## config.mk

```make
export PLATFORM = sky130hd
export DESIGN_NAME = priority_ready_queue
export DESIGN_NICKNAME = d
export VERILOG_FILES = /design/src/prq_pkg.sv /design/src/prq_cell.sv /design/src/priority_ready_queue.sv
export SDC_FILE = /design/constraint.sdc
export NUM_CORES = 2
export LEC_CHECK = 0
export ABC_AREA = 0
export BUFFER_PORTS_ARGS = -buffer_cell sky130_fd_sc_hd__buf_2
export CAP_MARGIN = 0
export CORE_UTILIZATION = 35
export DETAILED_ROUTE_END_ITERATION = 10
export GPL_TIMING_DRIVEN = 0
export SETUP_SLACK_MARGIN = 0.2
export SLEW_MARGIN = 20
export SYNTH_ARGS = -nofsm -noshare
export SYNTH_HDL_FRONTEND = slang
export SYNTH_SLANG_ARGS = --single-unit
```

## constraint.sdc

```tcl
create_clock -name clk -period 7.4 [get_ports clk]
set_input_delay 1.11 -clock clk [delete_from_list [all_inputs] [get_ports clk]]
set_output_delay 1.11 -clock clk [all_outputs]
set_load 0.05 [all_outputs]
```

## src/prq_pkg.sv

```systemverilog
// ----------------------------------------------------------------------------
// prq_pkg: shared types and codes of the priority ready queue
// Opcodes, status codes, field widths and the per-cell control bundle.
// ----------------------------------------------------------------------------
package prq_pkg;

  localparam int OP_W     = 2;
  localparam int SLOT_W   = 6;
  localparam int PRIO_W   = 3;
  localparam int STATUS_W = 2;
  localparam int COUNT_W  = 7;

  localparam logic [OP_W-1:0] OP_INSERT = 2'd0;
  localparam logic [OP_W-1:0] OP_REMOVE = 2'd1;
  localparam logic [OP_W-1:0] OP_QUERY  = 2'd2;

  localparam logic [STATUS_W-1:0] ST_OK        = 2'd0;
  localparam logic [STATUS_W-1:0] ST_EMPTY     = 2'd1;
  localparam logic [STATUS_W-1:0] ST_NOT_FOUND = 2'd2;
  localparam logic [STATUS_W-1:0] ST_DUPLICATE = 2'd3;

  typedef struct packed {
    logic              ins_en;
    logic              rem_en;
    logic [SLOT_W-1:0] slot;
    logic [PRIO_W-1:0] prio;
  } cell_ctrl_t;

endpackage

```

## src/prq_cell.sv

```systemverilog
// ----------------------------------------------------------------------------
// prq_cell: one position of the sorted queue
// Holds one entry; on insert keeps, takes the new entry or takes the left
// neighbor's entry; on remove takes the right neighbor's entry at or behind a match.
// ----------------------------------------------------------------------------
module prq_cell
  import prq_pkg::*;
(
  input  logic              clk,
  input  logic              rst,
  input  cell_ctrl_t        ctrl,
  input  logic              prev_valid,
  input  logic              prev_le,
  input  logic [SLOT_W-1:0] prev_slot,
  input  logic [PRIO_W-1:0] prev_prio,
  input  logic              nbr_valid,
  input  logic [SLOT_W-1:0] nbr_slot,
  input  logic [PRIO_W-1:0] nbr_prio,
  input  logic              found_in,
  output logic              found_out,
  output logic              le,
  output logic              valid,
  output logic [SLOT_W-1:0] slot,
  output logic [PRIO_W-1:0] prio,
  output logic              valid_next,
  output logic [SLOT_W-1:0] slot_next,
  output logic [PRIO_W-1:0] prio_next
);

  logic match;

  assign match     = valid && (slot == ctrl.slot);
  assign found_out = found_in | match;
  assign le        = valid && (prio <= ctrl.prio);

  always_comb begin
    valid_next = valid;
    slot_next  = slot;
    prio_next  = prio;
    if (ctrl.ins_en && !le) begin
      if (prev_le) begin
        valid_next = 1'b1;
        slot_next  = ctrl.slot;
        prio_next  = ctrl.prio;
      end else begin
        valid_next = prev_valid;
        slot_next  = prev_slot;
        prio_next  = prev_prio;
      end
    end else if (ctrl.rem_en && found_out) begin
      valid_next = nbr_valid;
      slot_next  = nbr_slot;
      prio_next  = nbr_prio;
    end
  end

  always_ff @(posedge clk) begin
    if (rst) begin
      valid <= 1'b0;
    end else begin
      valid <= valid_next;
    end
    slot <= slot_next;
    prio <= prio_next;
  end

endmodule

```

## src/priority_ready_queue.sv

```systemverilog
// ----------------------------------------------------------------------------
// priority_ready_queue: stable sorted ready queue of task slots
// Response: a request's response is registered in the cycle after acceptance.
// Throughput: one request per cycle while req_stall is low; the compare and shift
// of all cells and the match chain across them are worked out combinationally.
// Reset: synchronous; the queue is empty and no response is pending.
// ----------------------------------------------------------------------------
module priority_ready_queue
  import prq_pkg::*;
#(
  parameter int MAX_ENTRIES = 64
)(
  input  logic                clk,
  input  logic                rst,
  input  logic                req_valid,
  output logic                req_stall,
  input  logic [OP_W-1:0]     opcode,
  input  logic [SLOT_W-1:0]   slot_id,
  input  logic [PRIO_W-1:0]   task_priority,
  output logic                rsp_valid,
  input  logic                rsp_stall,
  output logic                head_valid,
  output logic [SLOT_W-1:0]   head_slot,
  output logic [PRIO_W-1:0]   head_priority,
  output logic [STATUS_W-1:0] op_status,
  output logic [COUNT_W-1:0]  entry_count
);

  localparam int CW = $clog2(MAX_ENTRIES + 1);

  cell_ctrl_t        ctrl;
  logic              accept;
  logic              found;
  logic              full;
  logic              empty;
  logic [CW-1:0]     count;
  logic [CW-1:0]     count_next;
  logic [STATUS_W-1:0] status_next;
  logic [CW+COUNT_W-1:0] count_ext;

  logic              c_valid      [MAX_ENTRIES];
  logic [SLOT_W-1:0] c_slot       [MAX_ENTRIES];
  logic [PRIO_W-1:0] c_prio       [MAX_ENTRIES];
  logic              c_le         [MAX_ENTRIES];
  logic              c_found      [MAX_ENTRIES];
  logic              c_valid_next [MAX_ENTRIES];
  logic [SLOT_W-1:0] c_slot_next  [MAX_ENTRIES];
  logic [PRIO_W-1:0] c_prio_next  [MAX_ENTRIES];

  assign req_stall = rsp_valid & rsp_stall;
  assign accept    = req_valid & ~req_stall;
  assign found     = c_found[MAX_ENTRIES-1];
  assign full      = c_valid[MAX_ENTRIES-1];
  assign empty     = ~c_valid[0];

  always_comb begin
    ctrl.slot   = slot_id;
    ctrl.prio   = task_priority;
    ctrl.ins_en = 1'b0;
    ctrl.rem_en = 1'b0;
    count_next  = count;
    status_next = ST_OK;
    case (opcode)
      OP_INSERT: begin
        if (found) begin
          status_next = ST_DUPLICATE;
        end else if (!full) begin
          ctrl.ins_en = accept;
          count_next  = count + CW'(1);
        end
      end
      OP_REMOVE: begin
        if (empty) begin
          status_next = ST_EMPTY;
        end else if (!found) begin
          status_next = ST_NOT_FOUND;
        end else begin
          ctrl.rem_en = accept;
          count_next  = count - CW'(1);
        end
      end
      OP_QUERY: begin
        status_next = ST_OK;
      end
      default: begin
        status_next = ST_OK;
      end
    endcase
  end

  for (genvar i = 0; i < MAX_ENTRIES; i++) begin : g_cell
    logic              prev_valid;
    logic              prev_le;
    logic [SLOT_W-1:0] prev_slot;
    logic [PRIO_W-1:0] prev_prio;
    logic              nbr_valid;
    logic [SLOT_W-1:0] nbr_slot;
    logic [PRIO_W-1:0] nbr_prio;
    logic              found_in;

    if (i == 0) begin : g_first
      assign prev_valid = 1'b0;
      assign prev_le    = 1'b1;
      assign prev_slot  = '0;
      assign prev_prio  = '0;
      assign found_in   = 1'b0;
    end else begin : g_mid
      assign prev_valid = c_valid[i-1];
      assign prev_le    = c_le[i-1];
      assign prev_slot  = c_slot[i-1];
      assign prev_prio  = c_prio[i-1];
      assign found_in   = c_found[i-1];
    end

    if (i == MAX_ENTRIES - 1) begin : g_last
      assign nbr_valid = 1'b0;
      assign nbr_slot  = '0;
      assign nbr_prio  = '0;
    end else begin : g_inner
      assign nbr_valid = c_valid[i+1];
      assign nbr_slot  = c_slot[i+1];
      assign nbr_prio  = c_prio[i+1];
    end

    prq_cell u_cell (
      .clk        (clk),
      .rst        (rst),
      .ctrl       (ctrl),
      .prev_valid (prev_valid),
      .prev_le    (prev_le),
      .prev_slot  (prev_slot),
      .prev_prio  (prev_prio),
      .nbr_valid  (nbr_valid),
      .nbr_slot   (nbr_slot),
      .nbr_prio   (nbr_prio),
      .found_in   (found_in),
      .found_out  (c_found[i]),
      .le         (c_le[i]),
      .valid      (c_valid[i]),
      .slot       (c_slot[i]),
      .prio       (c_prio[i]),
      .valid_next (c_valid_next[i]),
      .slot_next  (c_slot_next[i]),
      .prio_next  (c_prio_next[i])
    );
  end

  always_ff @(posedge clk) begin
    if (rst) begin
      count     <= '0;
      rsp_valid <= 1'b0;
    end else begin
      if (accept) begin
        count     <= count_next;
        rsp_valid <= 1'b1;
      end else if (!rsp_stall) begin
        rsp_valid <= 1'b0;
      end
    end
    if (accept) begin
      head_valid    <= c_valid_next[0];
      head_slot     <= c_valid_next[0] ? c_slot_next[0] : '0;
      head_priority <= c_valid_next[0] ? c_prio_next[0] : '0;
      op_status     <= status_next;
      entry_count   <= count_ext[COUNT_W-1:0];
    end
  end

  assign count_ext = {{COUNT_W{1'b0}}, count_next};

endmodule

```

# == After elaboration in Yosys (flattened, before gate mapping) ==
# Index checks and enable logic that the tools add are counted.
# op_classes
n_lt_le_gt_ge,64
n_reduce_logical,384
eq_ne,66
mux,590
n_bitwise,66
n_addsub,2
# op_table
operator,n
6-bit 2-to-1 mux,191
3-bit 2-to-1 mux,191
6-bit equality test,64
1-bit logical AND,256
1-bit 2-to-1 mux,199
3-bit less-or-equal comparator,64
2-bit nonzero test,63
1-bit logical NOT,64
1-bit OR,63
7-bit 2-to-1 mux,4
7-bit case mux with 2 select lines,1
7-bit by 1-bit adder with 7-bit output (second input constant),1
7-bit by 1-bit subtractor with 7-bit output (second input constant),1
2-bit 2-to-1 mux,3
2-bit case mux with 2 select lines,1
1-bit AND,2
2-bit by 1-bit equality test with 1-bit output (second input constant),1
2-bit logical NOT,1
2-bit by 1-bit != test with 1-bit output (second input constant),1
1-bit NOT,1
# totals
input_bits,15
reg_bits,667
elab_cells,1371
out_inout_bits,21

# == Logic depth before layout (Yosys ltp) ==
# logic_depth
word_depth,71
depth_mapped,19
mapped_depth_nobuf,9

# == Cells and area by module ==
# Synthesis repeated with hierarchy kept, for this count alone.
# hier_totals
cells_unflattened,4697
area_unflattened_um2,48195.0
# modules_own_cells
mod,seq_area_each_um2,cells_each,area_per_inst_um2,instances
prq_cell (g_cell[35].u_cell ...),200.2,71,729.4,36
prq_cell (g_cell[0].u_cell ...),200.2,72,734.5,28
priority_ready_queue,730.7,125,1370.1,1

# == Worst setup path before layout ==
# Ideal clock, no wire load.
# synth_timing
path_type,input port to flip-flop
startpoint,input port task_priority[1]
endpoint,"register g_cell[55].u_cell.prio[0], enable pin"
cell_stages,11
setup_slack_ns,2.130
n_path_buf,3
t_required_ns,7.028
setup_time_ns,0.372
arrival_time_ns,4.898
path_cell_list,inv_2 > clkbuf_1 > ha_1 > nor2b_1 > o21a_1 > o21ai_0 > nand2_1 > clkbuf_1 > clkbuf_1 > nand2_1 > o21ai_0
# synth_via
elab_chain_len,5
# synth_lines
element,line_no,rtl
start: declaration,priority_ready_queue.sv:19,"input logic [PRIO_W-1:0] task_priority,"
3-bit less-or-equal comparator,prq_cell.sv:34,assign le = valid && (prio <= ctrl.prio);
1-bit logical AND,prq_cell.sv:34,
1-bit logical NOT,prq_cell.sv:40,if (ctrl.ins_en && !le) begin
1-bit logical AND,prq_cell.sv:40,
2-bit nonzero test (no source line),--,
end signal: assignment,prq_cell.sv:64,prio <= prio_next;
end: declaration,prq_cell.sv:24,"output logic [PRIO_W-1:0] prio,"
# No other way between the ends.
# A chain may end at the register's enable or synchronous reset.

# == Worst setup path after layout ==
# layout_timing
startpoint,input port slot_id[1]
endpoint,"register g_cell[45].u_cell.prio[2], enable pin"
# layout_via
elab_chain_len,70
elab_cells_between_ends,199
classes_between,eq/ne (64); mux (5); bitwise (63); reduce/logical (67)
# layout_lines
element,line_no,rtl
start: declaration,priority_ready_queue.sv:18,"input logic [SLOT_W-1:0] slot_id,"
6-bit equality test,prq_cell.sv:32,assign match = valid && (slot == ctrl.slot);
1-bit logical AND,prq_cell.sv:32,
1-bit OR (63 in series),prq_cell.sv:33,assign found_out = found_in | match;
1-bit 2-to-1 mux,priority_ready_queue.sv:75,end else if (!found) begin
1-bit 2-to-1 mux,priority_ready_queue.sv:73,if (empty) begin
1-bit 2-to-1 mux,priority_ready_queue.sv:63,case (opcode)
1-bit logical AND,prq_cell.sv:50,end else if (ctrl.rem_en && found_out) begin
2-bit nonzero test (no source line) *,--,
end signal: assignment,prq_cell.sv:64,
end: declaration,prq_cell.sv:24,
# Every way passes the cells marked *; elsewhere a longest branch is shown, timed or not.

==> flow_summary.toml <==
[floorplan]
num_rows = 131
dieHeight_microns = 361
pin_count = 36
die_w_microns = 361
core-area_sq_um = 128000
start_util_pct = 35.4
dieArea_sq_um = 130000

[sta]
hold_viol = 0
tns_ns = 0
final.setup_skew_ns = 0.0406
finalSetupViolCount = 0
period_minus_slack_ns = 6.61
clock.fmax_mhz = 151
fin_ws_ns = 0.792
max_slew_margin_pct = 15.7
rsz0062_at_grt = "false"
slew_viol_final = 0
period_share_pct = 89.3
worst_slew_pin_slew_ns = 1.26

[global_route]
grt_pass1_vias = 41332
grt_max_degree = 41
overflow = 0
grt_usage_pct = 27.5
grt_first_pass_wirelength_mm = 271
antenna_found_initial = 6

[setup_path]
crit_top_cell = "buf_4"
path_buf_inv = 8
critPathSlowestCell = "o31ai_2"
crit_chain = "buf_4, buf_8, buf_6, buf_4, buf_6, xor2_1, nor4_1, a41oi_1, and4_1, nand3_2, o31ai_2, buf_2, buf_4, buf_2, o21ai_1"
critPathTopFamily = "buffers and inverters"
critPathMaxFanout = 10
cpPeakStageDelay_ns = 0.69
cp-end-kind = "register"
startpoint_type = "input port"
crit_required_ns = 7.70
critical_path_class = "in -> reg"
arrival_ns = 6.91

[cts]
cts.sinks = 667
cts-buffers-inserted = 82
clk_path_buf_depth = 3
cts_tree = "yes"
hold_buffers = 0
clk_pin_slew_ns = 0.06
ctsRootBufferMaster = "clkbuf_16"
h-tree-depth = 3
cts_resized = 0
postCtsSetupRepairBufs = 0
clkLatencyLatePin_ns = 0.70

[status]
status = "complete, no violations"

[synthesis]
yosysWarnings = 0
syn-cell-area_sq_um = 45100
syn-num-nets = 5309
netlist_instances = 5103
synth_edf_count = 586
synth_cell_type_count = 81
syn_avg_cell_area_sq_um = 8.85
ys.flop_type = "edfxtp_1"
async_reset_ff_share_pct = 0
ys_seq_area_share_pct = 42.6
ys_ff_latch = 667

[drt]
routedWlPerCell_microns = 26.6
drt-initial-drc-count = 5820
antenna_left = 0
drc = 0
viasPerCell = 6.14
dr.pass1.iters = 6
dr_total_vias = 42667
wirelength_mm = 185

[final_layout]
layout.cells.most_common_list = "1696 x a21oi_1, 597 x nor2_1, 586 x edfxtp_1"
seq_area_sq_um = 19200
final_common_cell = "a21oi_1"
multi_input_area_sq_um = 23300
drive_gt1_share_pct = 8.20
syn2layout_area_growth_pct = 11.1
nets = 5428
diodes = 0
fill_cells = 12816
stdcell_count = 6953

[placement]
place_inst = 6800
place_ws_ns = 0.335
hpwl_mm = 134
gp_congestion = 0.985
port_buffers = 29

[power]
vdd_ir_drop_max_mv = 0.147
p_per_area_nw_per_um2 = 205
finalPower_uw = 10300
p_leak_uw = 0.0184

[worst_hold_path]
min_path_type = "reg -> reg"

[flow_run]
cap_violations = 0
-- cell type report --
| type | count | share of cell area, % |
|---|---|---|
| multi-input cells | 3904 | 46.4 |
| flip-flops and latches | 667 | 38.3 |
| clock buffers | 122 | 4.69 |
| plain buffers | 408 | 4.46 |
| well taps | 1662 | 4.15 |
| inverters | 124 | 0.928 |
| clock inverters | 31 | 0.549 |
| repair buffers | 35 | 0.546 |
-- synthesized netlist by cell type, types with 9 or more instances --
library cell | count | area (sq um)
a21o_1 | 24 | 180
nor4_1 | 62 | 388
nor3_1 | 15 | 75.1
mux2_2 | 11 | 124
or3_1 | 11 | 68.8
buf_8 | 14 | 210
o21ai_0 | 106 | 531
o31ai_1 | 14 | 105
o21bai_1 | 9 | 67.6
inv_1 | 115 | 432
xor2_1 | 197 | 1730
a211oi_1 | 23 | 173
ha_1 | 191 | 2390
a21oi_1 | 1696 | 8490
clkbuf_1 | 221 | 830
a31oi_1 | 34 | 213
nor3b_1 | 18 | 135
nand4_1 | 69 | 432
a311oi_1 | 10 | 87.6
o311a_1 | 9 | 90.1
nor2_1 | 597 | 2240
buf_1 | 13 | 48.8
or2_2 | 14 | 87.6
a221oi_1 | 9 | 78.8
and4_1 | 12 | 105
nand2_1 | 156 | 586
buf_6 | 22 | 248
buf_4 | 59 | 443
buf_2 | 76 | 380
nand3_1 | 88 | 440
a21oi_2 | 32 | 280
inv_2 | 9 | 33.8
xnor2_1 | 193 | 1690
and3_1 | 11 | 68.8
mux2i_1 | 40 | 400
dfxtp_1 | 81 | 1620
nand3b_1 | 12 | 90.1
nor2b_1 | 69 | 432
edfxtp_1 | 586 | 17600
o21a_1 | 77 | 578
-- final timing paths --
path,startpoint,endpoint,slack [ns],cells past startpoint
worst max-delay path,slot_id[1],g_cell[45].u_cell.prio[2],0.79,15
worst min-delay path,g_cell[4].u_cell.valid,g_cell[5].u_cell.valid,0.55,2
worst max register to register,g_cell[0].u_cell.valid,g_cell[27].u_cell.slot[1],1.58,13
worst min register to register,g_cell[4].u_cell.valid,g_cell[5].u_cell.valid,0.55,2
-- sequential cells by signal, summed over array words and instances (netlist names) --
signal,count
head_priority,3
g_cell.u_cell.prio,192
rsp_valid,1
op_status,2
g_cell.u_cell.valid,64
head_valid,1
entry_count,7
g_cell.u_cell.slot,384
head_slot,6
count,7
-- metal layers --
layer  GRT usage [%]  vias up  share of wire [%]
met3            6.76      545                 11
li1                -    18883                  -
met5               0        -              0.014
met1            35.8    20668                 40
met4            13.1        4                5.1
met2            42.6     2567                 44
-- kinds of logic (layout without fill, tap and decap cells) --
kind of cell    count (synthesis)  count (layout)  synth area share, %
fa+ha+maj                     191             191                 5.29
simple gates                 1170            1170                 12.1
flops                         667             667                 42.6
buf+inv                       532             720                 5.95
xor+xnor                      390             390                 7.57
mux                            51              51                 1.16
compound gates               2102            2102                 25.4
-- tightest hold or removal path: stages, from the launching register on --
cell and delay, ns:
dfxtp_1 0.36, inv_1 0.09, a211oi_1 0.06
-- report_power, final --
part / leakage (uW) / internal [uW] / total (uW) / switching, uW
logic: 0.0110 / 531 / 1690 / 1160
clock network: 0.00129 / 2310 / 4090 / 1780
registers: 0.00602 / 4300 / 4490 / 190
total: 0.0184 / 7150 / 10300 / 3130
-- stage by stage --
step | hold WS [ns] | util (%) | cell area (sq um)
floorplan | 0.479 | - | 45100
global placement | 0.526 | 37.1 | 47400
detailed placement | 0.533 | 37.2 | 47500
CTS | 0.539 | 39.3 | 50100
global route | 0.565 | 39.3 | 50200
finish | 0.553 | 39.3 | 50200
Power figures use the tool's default switching activity.
